===== config.mk =====
export PLATFORM = sky130hd
export DESIGN_NAME = elevator_car_controller_unit
export DESIGN_NICKNAME = d
export VERILOG_FILES = /design/src/rtl/ecc_pkg.sv /design/src/rtl/ecc_ctrl.sv /design/src/rtl/ecc_dpath.sv /design/src/rtl/elevator_car_controller_unit.sv
export SDC_FILE = /design/constraint.sdc
export NUM_CORES = 1
export LEC_CHECK = 0
export BUFFER_PORTS_ARGS = -buffer_cell sky130_fd_sc_hd__buf_2
export CAP_MARGIN = 20
export CORE_UTILIZATION = 45
export DETAILED_ROUTE_END_ITERATION = 12
export GPL_TIMING_DRIVEN = 0
export MAX_ROUTING_LAYER = met4
export PLACE_DENSITY = 0.65
export SYNTH_ARGS = -nofsm -noshare
export SYNTH_HDL_FRONTEND = slang
export SYNTH_SLANG_ARGS = --single-unit

===== constraint.sdc =====
create_clock -name clk -period 6.6 [get_ports clk]
set_input_delay 1.32 -clock clk [delete_from_list [all_inputs] [get_ports clk]]
set_output_delay 1.32 -clock clk [all_outputs]
set_load 0.05 [all_outputs]

===== src/rtl/ecc_pkg.sv =====
// ---------------------------------------------------------------------------
// ecc_pkg
// Shared types and constants of the elevator car controller: opcodes,
// heading codes, controller states and the command/status bundles.
// ---------------------------------------------------------------------------
package ecc_pkg;

	localparam int ECC_FLOORS   = 16;
	localparam int ECC_CAPACITY = 8;

	typedef enum logic [2:0] {
		OP_TICK    = 3'd0,
		OP_PAUSE   = 3'd1,
		OP_BOARD   = 3'd2,
		OP_UNLOAD  = 3'd3,
		OP_CHOOSE  = 3'd4,
		OP_REBUILD = 3'd5,
		OP_HALL    = 3'd6,
		OP_NOP     = 3'd7
	} op_t;

	// two's complement heading codes
	localparam logic [1:0] HEAD_IDLE = 2'b00;
	localparam logic [1:0] HEAD_UP   = 2'b01;
	localparam logic [1:0] HEAD_DOWN = 2'b11;

	typedef enum logic [2:0] {
		ST_IDLE,
		ST_EXEC,
		ST_SCAN,
		ST_FINISH,
		ST_WALK,
		ST_STATUS
	} state_t;

	typedef struct packed {
		logic load;        // capture the input beat
		logic exec;        // execute the captured operation
		logic scan;        // process the slot under the counter
		logic cnt_clr;
		logic cnt_inc;
		logic finish;      // settle the heading from the scan flags
		logic emit_status; // plain status result
		logic emit_rider;  // result carrying a leaving rider
	} ecc_cmd_t;

	typedef struct packed {
		op_t  op;
		logic cnt_last;
		logic cur_leave;
		logic more_leave;
		logic any_leave;
	} ecc_sts_t;

endpackage


===== src/rtl/ecc_ctrl.sv =====
// ---------------------------------------------------------------------------
// ecc_ctrl
// Controller state machine: sequences operation execution, slot scans
// and the unload result walk, driving the datapath by commands.
// ---------------------------------------------------------------------------
module ecc_ctrl (
	input  logic             clk,
	input  logic             arst_n,
	input  logic             start,
	output logic             busy,
	input  ecc_pkg::ecc_sts_t sts,
	output ecc_pkg::ecc_cmd_t cmd
);
	import ecc_pkg::*;

	state_t state_q;
	state_t state_d;

	always_ff @(posedge clk or negedge arst_n) begin
		if (!arst_n) begin
			state_q <= ST_IDLE;
		end else begin
			state_q <= state_d;
		end
	end

	always_comb begin
		cmd     = '0;
		busy    = 1'b1;
		state_d = state_q;
		unique case (state_q)
			ST_IDLE: begin
				busy = 1'b0;
				if (start) begin
					cmd.load = 1'b1;
					state_d  = ST_EXEC;
				end
			end
			ST_EXEC: begin
				cmd.exec = 1'b1;
				case (sts.op) inside
					OP_UNLOAD, OP_CHOOSE, OP_REBUILD: state_d = ST_SCAN;
					default:                          state_d = ST_STATUS;
				endcase
			end
			ST_SCAN: begin
				cmd.scan = 1'b1;
				if (sts.cnt_last) begin
					cmd.cnt_clr = 1'b1;
					case (sts.op)
						OP_UNLOAD: state_d = ST_WALK;
						OP_CHOOSE: state_d = ST_FINISH;
						default:   state_d = ST_STATUS;
					endcase
				end else begin
					cmd.cnt_inc = 1'b1;
				end
			end
			ST_FINISH: begin
				cmd.finish = 1'b1;
				state_d    = ST_STATUS;
			end
			ST_WALK: begin
				cmd.cnt_inc = 1'b1;
				if (!sts.any_leave) begin
					cmd.emit_status = 1'b1;
					state_d         = ST_IDLE;
				end else if (sts.cur_leave) begin
					cmd.emit_rider = 1'b1;
					if (!sts.more_leave) begin
						state_d = ST_IDLE;
					end
				end
			end
			ST_STATUS: begin
				cmd.emit_status = 1'b1;
				state_d         = ST_IDLE;
			end
			default: begin
				state_d = ST_IDLE;
			end
		endcase
	end

	a_accept_busy: assert property (@(posedge clk) disable iff (!arst_n)
		start && !busy |=> busy)
		else $error("accepted beat did not make the block busy");

	a_single_emit: assert property (@(posedge clk) disable iff (!arst_n)
		!(cmd.emit_status && cmd.emit_rider))
		else $error("two result kinds emitted at once");

	a_rider_needs_leave: assert property (@(posedge clk) disable iff (!arst_n)
		cmd.emit_rider |-> state_q == ST_WALK && sts.any_leave)
		else $error("rider result outside the unload walk");

endmodule


===== src/rtl/ecc_dpath.sv =====
// ---------------------------------------------------------------------------
// ecc_dpath
// Datapath: car state, passenger slots, request maps, slot scan counter and
// the registered result beat.
// ---------------------------------------------------------------------------
module ecc_dpath #(
	parameter int FLOORS   = ecc_pkg::ECC_FLOORS,
	parameter int CAPACITY = ecc_pkg::ECC_CAPACITY
) (
	input  logic              clk,
	input  logic              arst_n,
	input  ecc_pkg::ecc_cmd_t cmd,
	output ecc_pkg::ecc_sts_t sts,
	input  logic [2:0]        opcode,
	input  logic [3:0]        target_floor,
	input  logic [7:0]        rider_id,
	input  logic [7:0]        pause_cycles,
	input  logic              call_on,
	output logic              result_strobe,
	output logic [3:0]        car_floor_out,
	output logic signed [1:0] heading,
	output logic [7:0]        delay_left,
	output logic [3:0]        riders_aboard,
	output logic              idle_flag,
	output logic              stop_here,
	output logic              requests_ahead,
	output logic              leaving_valid,
	output logic [7:0]        leaving_rider,
	output logic              last,
	output logic              overload
);
	import ecc_pkg::*;

	localparam int FW = $clog2(FLOORS);
	localparam int SW = (CAPACITY > 1) ? $clog2(CAPACITY) : 1;
	localparam int CW = $clog2(CAPACITY + 1);

	// captured beat
	op_t           op_q;
	logic [FW-1:0] tgt_q;
	logic [7:0]    rid_q;
	logic [7:0]    pause_q;
	logic          call_q;

	// car state
	logic [FW-1:0]       floor_q;
	logic [1:0]          heading_q;
	logic [7:0]          delay_q;
	logic [CW-1:0]       count_q;
	logic [FLOORS-1:0]   cabin_q;
	logic [FLOORS-1:0]   hall_q;
	logic [CAPACITY-1:0] used_q;
	logic [7:0]          rider_q [CAPACITY];
	logic [FW-1:0]       dest_q  [CAPACITY];

	// scan state
	logic [SW-1:0]       idx_q;
	logic [CAPACITY-1:0] leave_q;
	logic                up_q;
	logic                down_q;
	logic                over_q;

	// result beat
	logic              strobe_q;
	logic [3:0]        res_floor_q;
	logic [1:0]        res_heading_q;
	logic [7:0]        res_delay_q;
	logic [3:0]        res_count_q;
	logic              res_idle_q;
	logic              res_stop_q;
	logic              res_ahead_q;
	logic              res_valid_q;
	logic [7:0]        res_rider_q;
	logic              res_last_q;
	logic              res_over_q;

	logic [FW-1:0]       tgt_clamp;
	logic [SW-1:0]       free_idx;
	logic                free_found;
	logic [FLOORS-1:0]   req;
	logic [FLOORS-1:0]   above;
	logic [FLOORS-1:0]   below;
	logic [CAPACITY-1:0] higher;
	logic                ahead_c;
	logic [FW-1:0]       cur_dest;
	logic                cur_match;

	always_comb begin
		if (7'(target_floor) >= 7'(FLOORS)) begin
			tgt_clamp = FW'(FLOORS - 1);
		end else begin
			tgt_clamp = FW'(target_floor);
		end
	end

	// lowest free slot
	always_comb begin
		free_idx   = '0;
		free_found = 1'b0;
		for (int i = 0; i < CAPACITY; i++) begin
			if (!free_found && !used_q[i]) begin
				free_idx   = SW'(i);
				free_found = 1'b1;
			end
		end
	end

	assign req = cabin_q | hall_q;

	always_comb begin
		for (int f = 0; f < FLOORS; f++) begin
			above[f] = FW'(f) > floor_q;
			below[f] = FW'(f) < floor_q;
		end
		for (int j = 0; j < CAPACITY; j++) begin
			higher[j] = SW'(j) > idx_q;
		end
	end

	always_comb begin
		if (heading_q == HEAD_UP) begin
			ahead_c = |(req & above);
		end else if (heading_q == HEAD_DOWN) begin
			ahead_c = |(req & below);
		end else begin
			ahead_c = 1'b0;
		end
	end

	assign cur_dest  = dest_q[idx_q];
	assign cur_match = used_q[idx_q] && (cur_dest == floor_q);

	assign sts.op         = op_q;
	assign sts.cnt_last   = idx_q == SW'(CAPACITY - 1);
	assign sts.cur_leave  = leave_q[idx_q];
	assign sts.more_leave = |(leave_q & higher);
	assign sts.any_leave  = |leave_q;

	always_ff @(posedge clk) begin
		if (cmd.load) begin
			op_q    <= op_t'(opcode);
			tgt_q   <= tgt_clamp;
			rid_q   <= rider_id;
			pause_q <= pause_cycles;
			call_q  <= call_on;
		end
		if (cmd.exec && op_q == OP_BOARD && count_q < CW'(CAPACITY)) begin
			rider_q[free_idx] <= rid_q;
			dest_q[free_idx]  <= tgt_q;
		end
	end

	always_ff @(posedge clk or negedge arst_n) begin
		if (!arst_n) begin
			floor_q   <= '0;
			heading_q <= HEAD_IDLE;
			delay_q   <= '0;
			count_q   <= '0;
			cabin_q   <= '0;
			hall_q    <= '0;
			used_q    <= '0;
			idx_q     <= '0;
			leave_q   <= '0;
			up_q      <= 1'b0;
			down_q    <= 1'b0;
			over_q    <= 1'b0;
		end else begin
			if (cmd.load) begin
				idx_q   <= '0;
				leave_q <= '0;
				up_q    <= 1'b0;
				down_q  <= 1'b0;
				over_q  <= 1'b0;
			end
			if (cmd.exec) begin
				case (op_q)
					OP_TICK: begin
						if (delay_q != '0) begin
							delay_q <= delay_q - 1'b1;
						end else if (heading_q == HEAD_UP) begin
							if (floor_q != FW'(FLOORS - 1)) begin
								floor_q <= floor_q + 1'b1;
							end
						end else if (heading_q == HEAD_DOWN) begin
							if (floor_q != '0) begin
								floor_q <= floor_q - 1'b1;
							end
						end
					end
					OP_PAUSE: delay_q <= pause_q;
					OP_BOARD: begin
						if (count_q >= CW'(CAPACITY)) begin
							over_q <= 1'b1;
						end else begin
							used_q[free_idx] <= 1'b1;
							count_q          <= count_q + 1'b1;
						end
					end
					OP_REBUILD: cabin_q <= '0;
					OP_HALL:    hall_q[tgt_q] <= call_q;
					default: ;
				endcase
			end
			if (cmd.scan && used_q[idx_q]) begin
				case (op_q)
					OP_UNLOAD: begin
						if (cur_match) begin
							used_q[idx_q]  <= 1'b0;
							leave_q[idx_q] <= 1'b1;
							if (count_q != '0) begin
								count_q <= count_q - 1'b1;
							end
						end
					end
					OP_CHOOSE: begin
						if (cur_dest > floor_q) begin
							up_q <= 1'b1;
						end else if (cur_dest < floor_q) begin
							down_q <= 1'b1;
						end
					end
					OP_REBUILD: cabin_q[cur_dest] <= 1'b1;
					default: ;
				endcase
			end
			if (cmd.cnt_clr) begin
				idx_q <= '0;
			end else if (cmd.cnt_inc) begin
				idx_q <= idx_q + 1'b1;
			end
			if (cmd.finish) begin
				case (heading_q)
					HEAD_IDLE: begin
						if (up_q) begin
							heading_q <= HEAD_UP;
						end else if (down_q) begin
							heading_q <= HEAD_DOWN;
						end
					end
					HEAD_UP: heading_q <= up_q ? HEAD_UP : (down_q ? HEAD_DOWN : HEAD_IDLE);
					default: heading_q <= down_q ? HEAD_DOWN : (up_q ? HEAD_UP : HEAD_IDLE);
				endcase
			end
		end
	end

	// result beat register
	always_ff @(posedge clk or negedge arst_n) begin
		if (!arst_n) begin
			strobe_q <= 1'b0;
		end else begin
			strobe_q <= cmd.emit_status || cmd.emit_rider;
		end
	end

	always_ff @(posedge clk) begin
		if (cmd.emit_status || cmd.emit_rider) begin
			res_floor_q   <= 4'(floor_q);
			res_heading_q <= heading_q;
			res_delay_q   <= delay_q;
			res_count_q   <= 4'(count_q);
			res_idle_q    <= ~|req;
			res_stop_q    <= cabin_q[floor_q];
			res_ahead_q   <= ahead_c;
			res_valid_q   <= cmd.emit_rider;
			res_rider_q   <= cmd.emit_rider ? rider_q[idx_q] : 8'd0;
			res_last_q    <= cmd.emit_status || !sts.more_leave;
			res_over_q    <= cmd.emit_status && over_q;
		end
	end

	assign result_strobe  = strobe_q;
	assign car_floor_out  = res_floor_q;
	assign heading        = res_heading_q;
	assign delay_left     = res_delay_q;
	assign riders_aboard  = res_count_q;
	assign idle_flag      = res_idle_q;
	assign stop_here      = res_stop_q;
	assign requests_ahead = res_ahead_q;
	assign leaving_valid  = res_valid_q;
	assign leaving_rider  = res_rider_q;
	assign last           = res_last_q;
	assign overload       = res_over_q;

	a_count_matches: assert property (@(posedge clk) disable iff (!arst_n)
		count_q == CW'($countones(used_q)))
		else $error("rider count disagrees with occupied slots");

	a_leave_free: assert property (@(posedge clk) disable iff (!arst_n)
		(leave_q & used_q) == '0)
		else $error("leaving slot still marked occupied");

	a_floor_range: assert property (@(posedge clk) disable iff (!arst_n)
		32'(floor_q) < FLOORS)
		else $error("car floor beyond the building");

	a_heading_code: assert property (@(posedge clk) disable iff (!arst_n)
		heading_q == HEAD_IDLE || heading_q == HEAD_UP || heading_q == HEAD_DOWN)
		else $error("heading holds an invalid code");

endmodule


===== src/rtl/elevator_car_controller_unit.sv =====
// ---------------------------------------------------------------------------
// elevator_car_controller_unit
// One elevator car: door delay, movement, passenger slots, direction choice
// and cabin/hall request maps, driven by opcoded command beats.
// ---------------------------------------------------------------------------
// A beat is taken when start is high and busy is low. Tick, pause, board,
// hall call and the unused opcode give one result, and busy drops in the
// same cycle as that result appears, so a new beat can be taken from then
// on. Unload, choose direction and rebuild walk the passenger slots one
// per cycle through the slot storage's single read port; rebuild then
// gives its status result, choose direction first settles the heading,
// and unload walks the slots again up to the last leaving rider,
// emitting one result per leaving rider in slot order on consecutive or
// spaced cycles, or a single status result when nobody leaves. Every
// result appears on result_strobe for exactly one cycle and is not held,
// so the receiver must take it then.
module elevator_car_controller_unit #(
	parameter int FLOORS   = ecc_pkg::ECC_FLOORS,
	parameter int CAPACITY = ecc_pkg::ECC_CAPACITY
) (
	input  logic              clk,
	input  logic              arst_n,
	input  logic              start,
	output logic              busy,
	input  logic [2:0]        opcode,
	input  logic [3:0]        target_floor,
	input  logic [7:0]        rider_id,
	input  logic [7:0]        pause_cycles,
	input  logic              call_on,
	output logic              result_strobe,
	output logic [3:0]        car_floor_out,
	output logic signed [1:0] heading,
	output logic [7:0]        delay_left,
	output logic [3:0]        riders_aboard,
	output logic              idle_flag,
	output logic              stop_here,
	output logic              requests_ahead,
	output logic              leaving_valid,
	output logic [7:0]        leaving_rider,
	output logic              last,
	output logic              overload
);
	import ecc_pkg::*;

	ecc_cmd_t cmd;
	ecc_sts_t sts;

	ecc_ctrl u_ctrl (
		.clk    (clk),
		.arst_n (arst_n),
		.start  (start),
		.busy   (busy),
		.sts    (sts),
		.cmd    (cmd)
	);

	ecc_dpath #(
		.FLOORS   (FLOORS),
		.CAPACITY (CAPACITY)
	) u_dpath (
		.clk            (clk),
		.arst_n         (arst_n),
		.cmd            (cmd),
		.sts            (sts),
		.opcode         (opcode),
		.target_floor   (target_floor),
		.rider_id       (rider_id),
		.pause_cycles   (pause_cycles),
		.call_on        (call_on),
		.result_strobe  (result_strobe),
		.car_floor_out  (car_floor_out),
		.heading        (heading),
		.delay_left     (delay_left),
		.riders_aboard  (riders_aboard),
		.idle_flag      (idle_flag),
		.stop_here      (stop_here),
		.requests_ahead (requests_ahead),
		.leaving_valid  (leaving_valid),
		.leaving_rider  (leaving_rider),
		.last           (last),
		.overload       (overload)
	);

endmodule


==> impl.org, run 1 <==
** Min path
- The worst hold path belongs to the class flop to flop.

** Routing
- In the routed layout, each cell is associated on average with a via count of 5.82.
- In the detailed route, the total length drawn on met2 is 11000 um.
- Met1 Wirelength :: 11000 um
- Wirelength per Cell :: 21.1 um
- Amount of wire on met3 after detailed routing :: 1370 um
- In this run, the number of DRC markers left after iteration 0 of detailed routing was 448.
- DR DRC count :: 0
- The count of nets left with antenna violations once routing finished came out at 0.
- Total wirelength of the detailed-routed design :: 24000 um
- After detailed routing, no signal wire sits above met4.
- Via count :: 6607
- DR pass1 iterations :: 6

** Yosys
- Synthesis handed over a netlist of 737 instances.
- By area the synthesized netlist is led by sky130_fd_sc_hd__edfxtp_1 45%, sky130_fd_sc_hd__dfrtp_1 19%, sky130_fd_sc_hd__mux4_2 3.3%, sky130_fd_sc_hd__mux2_2 3.0%, sky130_fd_sc_hd__a22o_1 2.3%.
- After synthesis, flip-flops and latches occupy 64.0% of the total area.
- The number of different library cells used by synthesis comes to 82.
- EDFF count, synth :: 152
- Of all cell types, the one taking the most synthesized area is sky130_fd_sc_hd__edfxtp_1.
- After synthesis, the most frequently instantiated cells are 152 x sky130_fd_sc_hd__edfxtp_1, 76 x sky130_fd_sc_hd__dfrtp_1, 48 x sky130_fd_sc_hd__nor2_1.
- Top-count cell post-synth :: sky130_fd_sc_hd__edfxtp_1
- Total nets after synthesis :: 780
- Synth Area per Inst :: 13.7 um2
- Asr flop ratio synth :: 33.3%
- The cell area that synthesis handed to floorplanning was 10100 um2.
- #FFs+latches synth :: 228
- In this run the biggest area consumer among cell types represents 45.2% of the synthesized area.
- Number of warnings printed during yosys synthesis :: 0
- Most common flop cell mapped by yosys :: sky130_fd_sc_hd__edfxtp_1

** Clocking
- After clock tree synthesis, the clock-pin slew on the worst setup and hold paths is 60 ps.
- After clock tree synthesis, the flow added hold-fix buffers numbering 0.
- Post-CTS repair changed the size of 0 cells.
- Inserted Clock Buffers :: 25
- CTS placed an instance of sky130_fd_sc_hd__clkbuf_16 at the clock tree root.
- Maximum level of the CTS H-tree :: 1
- Number of sinks handled by clock tree synthesis :: 228
- TritonCTS built the clock tree.
- The clock reaches the later pin of the worst-skew pair after 540 ps.
- After clock tree synthesis, the setup repair step added 0 buffers.
- The longest clock path from root to sink contains 3 buffers.

** Die
- The die is 152 um wide.
- The floorplan has 54 rows.
- Ports placed on the boundary :: 61
- The die covers 23100 um2.
- Vertical die dimension :: 152 um
- Area of the core :: 21900 um2
- Effective utilization at floorplan :: 46.2%

** Critical path
- Startpoint type of the worst setup path :: flop
- At the worst endpoint, the arrival time is 3930 ps.
- Required @ worst endpoint :: 6980 ps
- Register-to-register setup slack :: 3050 ps
- For this design, the slowest cell found on the critical path is sky130_fd_sc_hd__nor2b_1.
- Highest fanout seen on the critical path :: 10
- The worst setup path is captured at a flop.
- Series of cell instances along the critical path :: buf_2 > nor2b_1 > a221oi_1 > o22ai_1 > ha_1 > nand4_1 > nor2_1 > nand4_1 > buf_2 > nor2_1 > a2bb2oi_1
- The worst setup path is of the flop to flop kind.
- Crit path largest cell delay :: 580 ps

** Global route
- The via count of the first global-routing pass was 6539.
- Largest net degree at the start of global routing :: 53
- The first global-routing pass estimated 38000 um of wire.
- Number of antenna violations at the first check in global routing :: 0
- Global-route usage over all layers :: 21.7%
- Aggregate global routing overflow :: 0

** Cells and area
- Number of nets in the layout :: 880
- End-of-flow core utilization :: 53.7%
- Share of layout cells above drive strength 1 :: 22.0%
- Design Area, Final :: 11800 um2
- Area added between synthesis and finish :: 16.3%
- Antenna diode instance count :: 0

** STA
- Maximum clock skew at final layout :: 18.3 ps
- The number of max-slew violations in the final report was 0.
- Headroom to the max-slew limit :: 41.9%
- Subtracting the final worst setup slack from the clock period gives 3550 ps.
- Setup violations remaining at the end of the flow were counted as 0.
- At the pin with the least slew margin, the transition time is 872 ps.
- The number of endpoints with negative hold slack in the final report is 0.
- Setup repair after global routing left no endpoint under its margin.
- Achievable Freq :: 282 MHz
- Final worst-path cycle share :: 53.8%
- Setup total negative slack on the finished layout was measured at 0 ps.

** Power and ir drop
- Power density over cell area :: 398 nW/um2
- Maximum vdd ir drop :: 0.223 mV
- Summed over all cells, the static leakage comes to 4.45 nW.

** Job
- Across the run, the number of max-cap violations was 0.

** Outcome
- The flow ran to the end, and the final reports show no timing, DRC or antenna violations.

** Placed design
- Summed over all nets, the half-perimeter wirelength after detailed placement is 16100 um.
- The congestion estimate from routability-driven global placement came to 0.912.
- The count of buffers added on input and output ports is 60.
- Summing all placed instances gives a cell area of 10900 um2.
[cell families after synthesis]
family	Yosys count	synth area share (%)
and+or+nand+nor	206	11.2
xor gates and xnor gates	6	0.520
muxes	52	7.34
DFF	228	64.0
adders and majority gates	16	1.98
buffers and inverters	54	2.38
AOI/OAI and AO/OA	175	12.6
[sequential cells by signal, indices dropped and copies added (netlist names), 2 cells and up]
name / cells
u_dpath.rider_q: 64
u_dpath.dest_q: 32
u_dpath.pause_q: 8
u_dpath.cabin_q: 16
u_ctrl.state_q: 3
u_dpath.op_q: 3
u_dpath.car_floor_out: 4
u_dpath.leaving_rider: 8
u_dpath.idx_q: 3
u_dpath.count_q: 4
u_dpath.riders_aboard: 4
u_dpath.heading: 2
u_dpath.tgt_q: 4
u_dpath.delay_q: 8
u_dpath.floor_q: 4
u_dpath.heading_q: 2
u_dpath.leave_q: 8
u_dpath.used_q: 8
u_dpath.rid_q: 8
u_dpath.delay_left: 8
u_dpath.hall_q: 16
[area by class of cell]
cell class	count	area (um2)
fill	1850	10100
timing repair buffer	73	450
clock inverter	21	181
tap	280	350
sequential	228	6470
inverter	18	67.6
clock buffer	25	626
multi-input combinational	455	3440
buffer	36	173
[critical path: cells and delay by family (launching register included)]
family / cells / cell delay, ps
compound gates: 3 / 790
fa+ha+maj: 1 / 230
buf+inv: 2 / 430
flops: 1 / 410
simple gates: 5 / 1520
[final timing paths]
check / start / to / depth (start not counted)
min in group asynchronous: arst_n / u_dpath.count_q[0] / 1
max reg2reg: u_dpath.idx_q[1] / u_dpath.used_q[0] / 11
min: u_dpath.floor_q[3] / u_dpath.car_floor_out[3] / 0
min reg2reg: u_dpath.floor_q[3] / u_dpath.car_floor_out[3] / 0
max: u_dpath.idx_q[1] / u_dpath.used_q[0] / 11
max in group asynchronous: arst_n / u_dpath.delay_q[3] / 2
[report_power, final]
part / internal, mW / switching (mW)
Clock: 0.778 / 0.585
Sequential: 1.79 / 0.182
Combinational: 0.457 / 0.879
Total: 3.03 / 1.65
[layer usage]
metal	global-route usage, %	vias up
met4	6.86	0
met5	-	-
li1	-	3079
met3	2.91	42
met1	30.6	3287
met2	32.8	199
[placed cells by master, fill, tap and decap left out, drive strengths merged, types with 5 or more instances in the layout]
cell	count
o22ai	8
nor4b	6
nor3	11
xnor2	5
nand3b	9
a22oi	6
a21oi	30
edfxtp	152
inv	19
mux4	15
nor3b	7
buf	88
nand4	7
a22o	27
mux2	27
ha	16
dfrtp	76
a221oi	8
clkinv	17
nand3	14
nor4	10
clkbuf	46
o21ai	31
a2bb2oi	5
nand2	45
o22a	6
nor2	48
nor2b	16
mux2i	10
nand2b	10
a211oi	6
[per-stage QoR]
step | power, mW | hold slack (ps) | setup slack (ps) | std cells
detailed placement | 3.34 | 440 | 3110 | 1089
global placement | 3.29 | 428 | 1360 | 1077
global route | 4.90 | 468 | 2770 | 1136
finish | 4.68 | 453 | 3050 | 1136
CTS | 4.70 | 457 | 3100 | 1135
floorplan | 2.92 | 423 | 3500 | 737
Power figures use the tool's default switching activity.
==> run 2, diff against run 1 <==
--- a/config.mk
+++ b/config.mk
@@ -11,7 +11,7 @@
 export DETAILED_ROUTE_END_ITERATION = 12
 export GPL_TIMING_DRIVEN = 0
 export MAX_ROUTING_LAYER = met4
-export PLACE_DENSITY = 0.65
+export PLACE_DENSITY = 0.67
 export SYNTH_ARGS = -nofsm -noshare
 export SYNTH_HDL_FRONTEND = slang
 export SYNTH_SLANG_ARGS = --single-unit
==> constraint.sdc (replaced) <==
create_clock -name clk -period 3.24 [get_ports clk]
set_input_delay 0.648 -clock clk [delete_from_list [all_inputs] [get_ports clk]]
set_output_delay 0.648 -clock clk [all_outputs]
set_load 0.05 [all_outputs]
==> impl.org, run 2 (synthesis gave the netlist of run 1 again) <==
** Placed design
- Placed wire-length estimate :: 15700 um (was 16100 um)
- RePlAce Congestion :: 0.960 (was 0.912)
- The number of placed instances, taps included was 1089 (unchanged).
- The count of input and output buffers came to 60 (unchanged).

** Cells and area
- The count of inserted antenna diode cells came to 0 (unchanged).
- The share of post-route cells with drive strength above 1 came to 22.5% (was 22.0%).
- Number of nets in the layout :: 886 (was 880)
- Combined flip-flop and latch cell area :: 6470 um2 (unchanged)
- Filler cells :: 1833 (was 1850)
- Leading cell types in the layout, fill and taps excluded :: 152 x sky130_fd_sc_hd__edfxtp_1, 76 x sky130_fd_sc_hd__dfrtp_1, 62 x sky130_fd_sc_hd__buf_2, 46 x sky130_fd_sc_hd__nor2_1, 44 x sky130_fd_sc_hd__nand2_1 (was 152 x sky130_fd_sc_hd__edfxtp_1, 76 x sky130_fd_sc_hd__dfrtp_1, 68 x sky130_fd_sc_hd__buf_2, 48 x sky130_fd_sc_hd__nor2_1, 45 x sky130_fd_sc_hd__nand2_1)
- Largest regs: u_dpath.rider_q (64), u_dpath.dest_q (32) (unchanged).
- The commonest non-fill, non-tap cell in the layout is sky130_fd_sc_hd__edfxtp_1 (unchanged).
- The largest register by flop count was u_dpath.rider_q (unchanged).
- Area added between synthesis and finish :: 17.0% (was 16.3%)
- Flip-flop count of the largest register after layout :: 64 (unchanged)
- The post-layout instance count excluding filler cells came to 1141 (was 1136).
- Area occupied by multi-input gates :: 3470 um2 (was 3440 um2)

** Clocking
- The total CTS buffers came to 26 (was 25).
- Maximum level of the CTS H-tree :: 1 (unchanged)
- Clk root buf :: sky130_fd_sc_hd__clkbuf_16 (unchanged)
- The number of buffers on the longest clock path was 3 (unchanged).
- Clock edge transition at the registers on the reported setup and hold paths :: 60 ps (about the same)
- Number of sinks handled by clock tree synthesis :: 228 (unchanged)
- Clock latency at the later pin of the worst-skew pair :: 540 ps (about the same)
- Clock tree from TritonCTS :: done (unchanged)

** STA
- Achievable Freq :: 321 MHz (was 282 MHz)
- The period utilization is 96.1% (was 53.8%).
- The pin slew with the least headroom to its limit is 892 ps (was 872 ps).
- Post-route setup TNS :: 0 ps (unchanged)
- The post-route clock skew was 23.4 ps (was 18.3 ps).
- The number of endpoints with negative hold slack in the final report is 0 (unchanged).
- Final setup viols :: 0 (unchanged)
- Final critical delay including setup and external delays :: 3110 ps (was 3550 ps)
- The number of max-slew violations in the final report was 0 (unchanged).
- The worst max-slew margin expressed relative to the limit was 40.4% (was 41.9%).

** Die
- Area of the core :: 21900 um2 (unchanged)
- The vertical die dimension came to 152 um (unchanged).
- Area enclosed by the die boundary :: 23100 um2 (unchanged)
- The initial standard-cell utilization of the core came to 46.2% (unchanged).
- Cell Rows :: 54 (unchanged)
- The die width was 152 um (unchanged).
- Ports placed on the boundary :: 61 (unchanged)

** Critical path
- Worst Setup Path Type :: flop to flop (unchanged)
- The category of cells accounting for the largest share of critical-path delay was simple AND/OR/NAND/NOR gates (unchanged).
- The combined buffer and inverter count along the critical path came to 1 (was 2).
- Arrival time of the worst setup path :: 3340 ps (was 3930 ps)
- Worst Setup End Kind :: flop (unchanged)
- The top fanout value on the critical path is 9 (was 10).
- The library cell contributing the largest single delay on the critical path is sky130_fd_sc_hd__nor4b_2 (was sky130_fd_sc_hd__nor2b_1).
- The delay of the slowest critical-path stage came to 840 ps (was 580 ps).
- The worst endpoint required time is 3470 ps (was 6980 ps).
- Startpoint type of the worst setup path :: flop (unchanged)
- Series of cell instances along the critical path :: nor3b_4 > and4bb_1 > nand2b_1 > nor4b_2 > buf_4 (was buf_2 > nor2b_1 > a221oi_1 > o22ai_1 > ha_1 > nand4_1 > nor2_1 > nand4_1 > buf_2 > nor2_1 > a2bb2oi_1)

** Power and ir drop
- Power density over cell area :: 806 nW/um2 (was 398 nW/um2)
- The worst voltage drop across the vdd grid was 0.376 mV (was 0.223 mV).
- The leakage component of the power came to 4.47 nW (was 4.45 nW).

** Routing
- Starting DRT DRC Count :: 519 (was 448)
- Via/cell ratio :: 5.94 (was 5.82)
- DR DRC count :: 0 (unchanged)
- DR pass1 iterations :: 5 (was 6)
- The remaining number of nets flagged by the antenna check after routing was 0 (unchanged).
- The total via count in the routed design was 6780 (was 6607).
- The mean routed wirelength per cell came to 20.6 um (was 21.1 um).
- Total wirelength of the detailed-routed design :: 23500 um (was 24000 um)

** Global route
- Number of antenna violations at the first check in global routing :: 0 (unchanged)
- The global-route wire length before repair was 36800 um (was 38000 um).
- Largest net degree at the start of global routing :: 61 (was 53)
- The total global routing overflow was 0 (unchanged).
- The total global-route track usage was 21.0% (was 21.7%).
- Vias in the first global route :: 6478 (was 6539)

** Outcome
- Status: finished, final reports clean (unchanged).

** Min path
- The kind of path behind the tightest hold check is input port to flop (was flop to flop).

** Job
- Count of maximum capacitance violations :: 0 (unchanged)
==> run 2: changes by cell type in the layout (fill, tap and decap cells not counted), sizes merged <==
cell / change
dlygate4sd3: +1
clkinv: -5
inv: -1
buf: +1
clkbuf: +11
bufinv: -1
clkinvlp: -1
==> run 2: cell type report <==
type | count | area share, %
inverter | 18 | 0.571
buffer | 36 | 1.69
sequential | 228 | 54.7
clock buffer | 33 | 5.72
timing repair buffer | 78 | 4.15
clock inverter | 13 | 0.878
tap | 280 | 2.96
multi-input combinational | 455 | 29.4
==> run 2: repair_timing <==
item,CTS,global route
hold buffers,1,0
endpoints found under the hold margin,16,0
endpoints found under the setup margin,12,10
gates resized for setup,7,12
setup buffers,0,4
pin swaps,0,2
==> run 2: path summary, 6_finish.rpt <==
check | slack [ps] | cells after the start | end | start
setup / recovery | 130 | 5 | u_dpath.dest_q[4][2] | u_ctrl.state_q[2]
hold / removal | 290 | 1 | u_dpath.rid_q[3] | rider_id[3]
setup reg to reg | 130 | 5 | u_dpath.dest_q[4][2] | u_ctrl.state_q[2]
hold reg to reg | 440 | 0 | u_dpath.riders_aboard[3] | u_dpath.count_q[3]
max in group asynchronous | 2110 | 3 | u_dpath.cabin_q[12] | arst_n
min in group asynchronous | 530 | 2 | u_dpath.used_q[5] | arst_n
==> run 2: metrics by stage <==
stage / hold WS, ps / area (um2) / power [mW] / utilization [%] / setup slack [ps]
CTS: 273 / 11800 / 9.48 / 53.7 / 17.4
global route: 273 / 11800 / 9.99 / 54.0 / -17.9
detailed placement: 435 / 10900 / 6.77 / 50.0 / -161
global placement: 430 / 10800 / 6.67 / 49.1 / -2020
floorplan: 352 / 10100 / 5.94 / - / 145
finish: 288 / 11800 / 9.53 / 54.0 / 126
==> run 2: per-layer routing <==
| metal | global-route usage (%) | routed length [um] | vias to the layer above |
|---|---|---|---|
| met2 | 31.3 | 10800 | 272 |
| li1 | - | - | 3094 |
| met4 | 7.00 | 614 | 0 |
| met3 | 3.34 | 1600 | 46 |
| met1 | 29.4 | 10500 | 3368 |
| met5 | - | 0 | - |
==> run 2: power breakdown <==
group / internal (mW) / switching, mW
clock: 1.56 / 1.13
sequential: 3.66 / 0.376
combinational: 0.999 / 1.80
total: 6.21 / 3.31
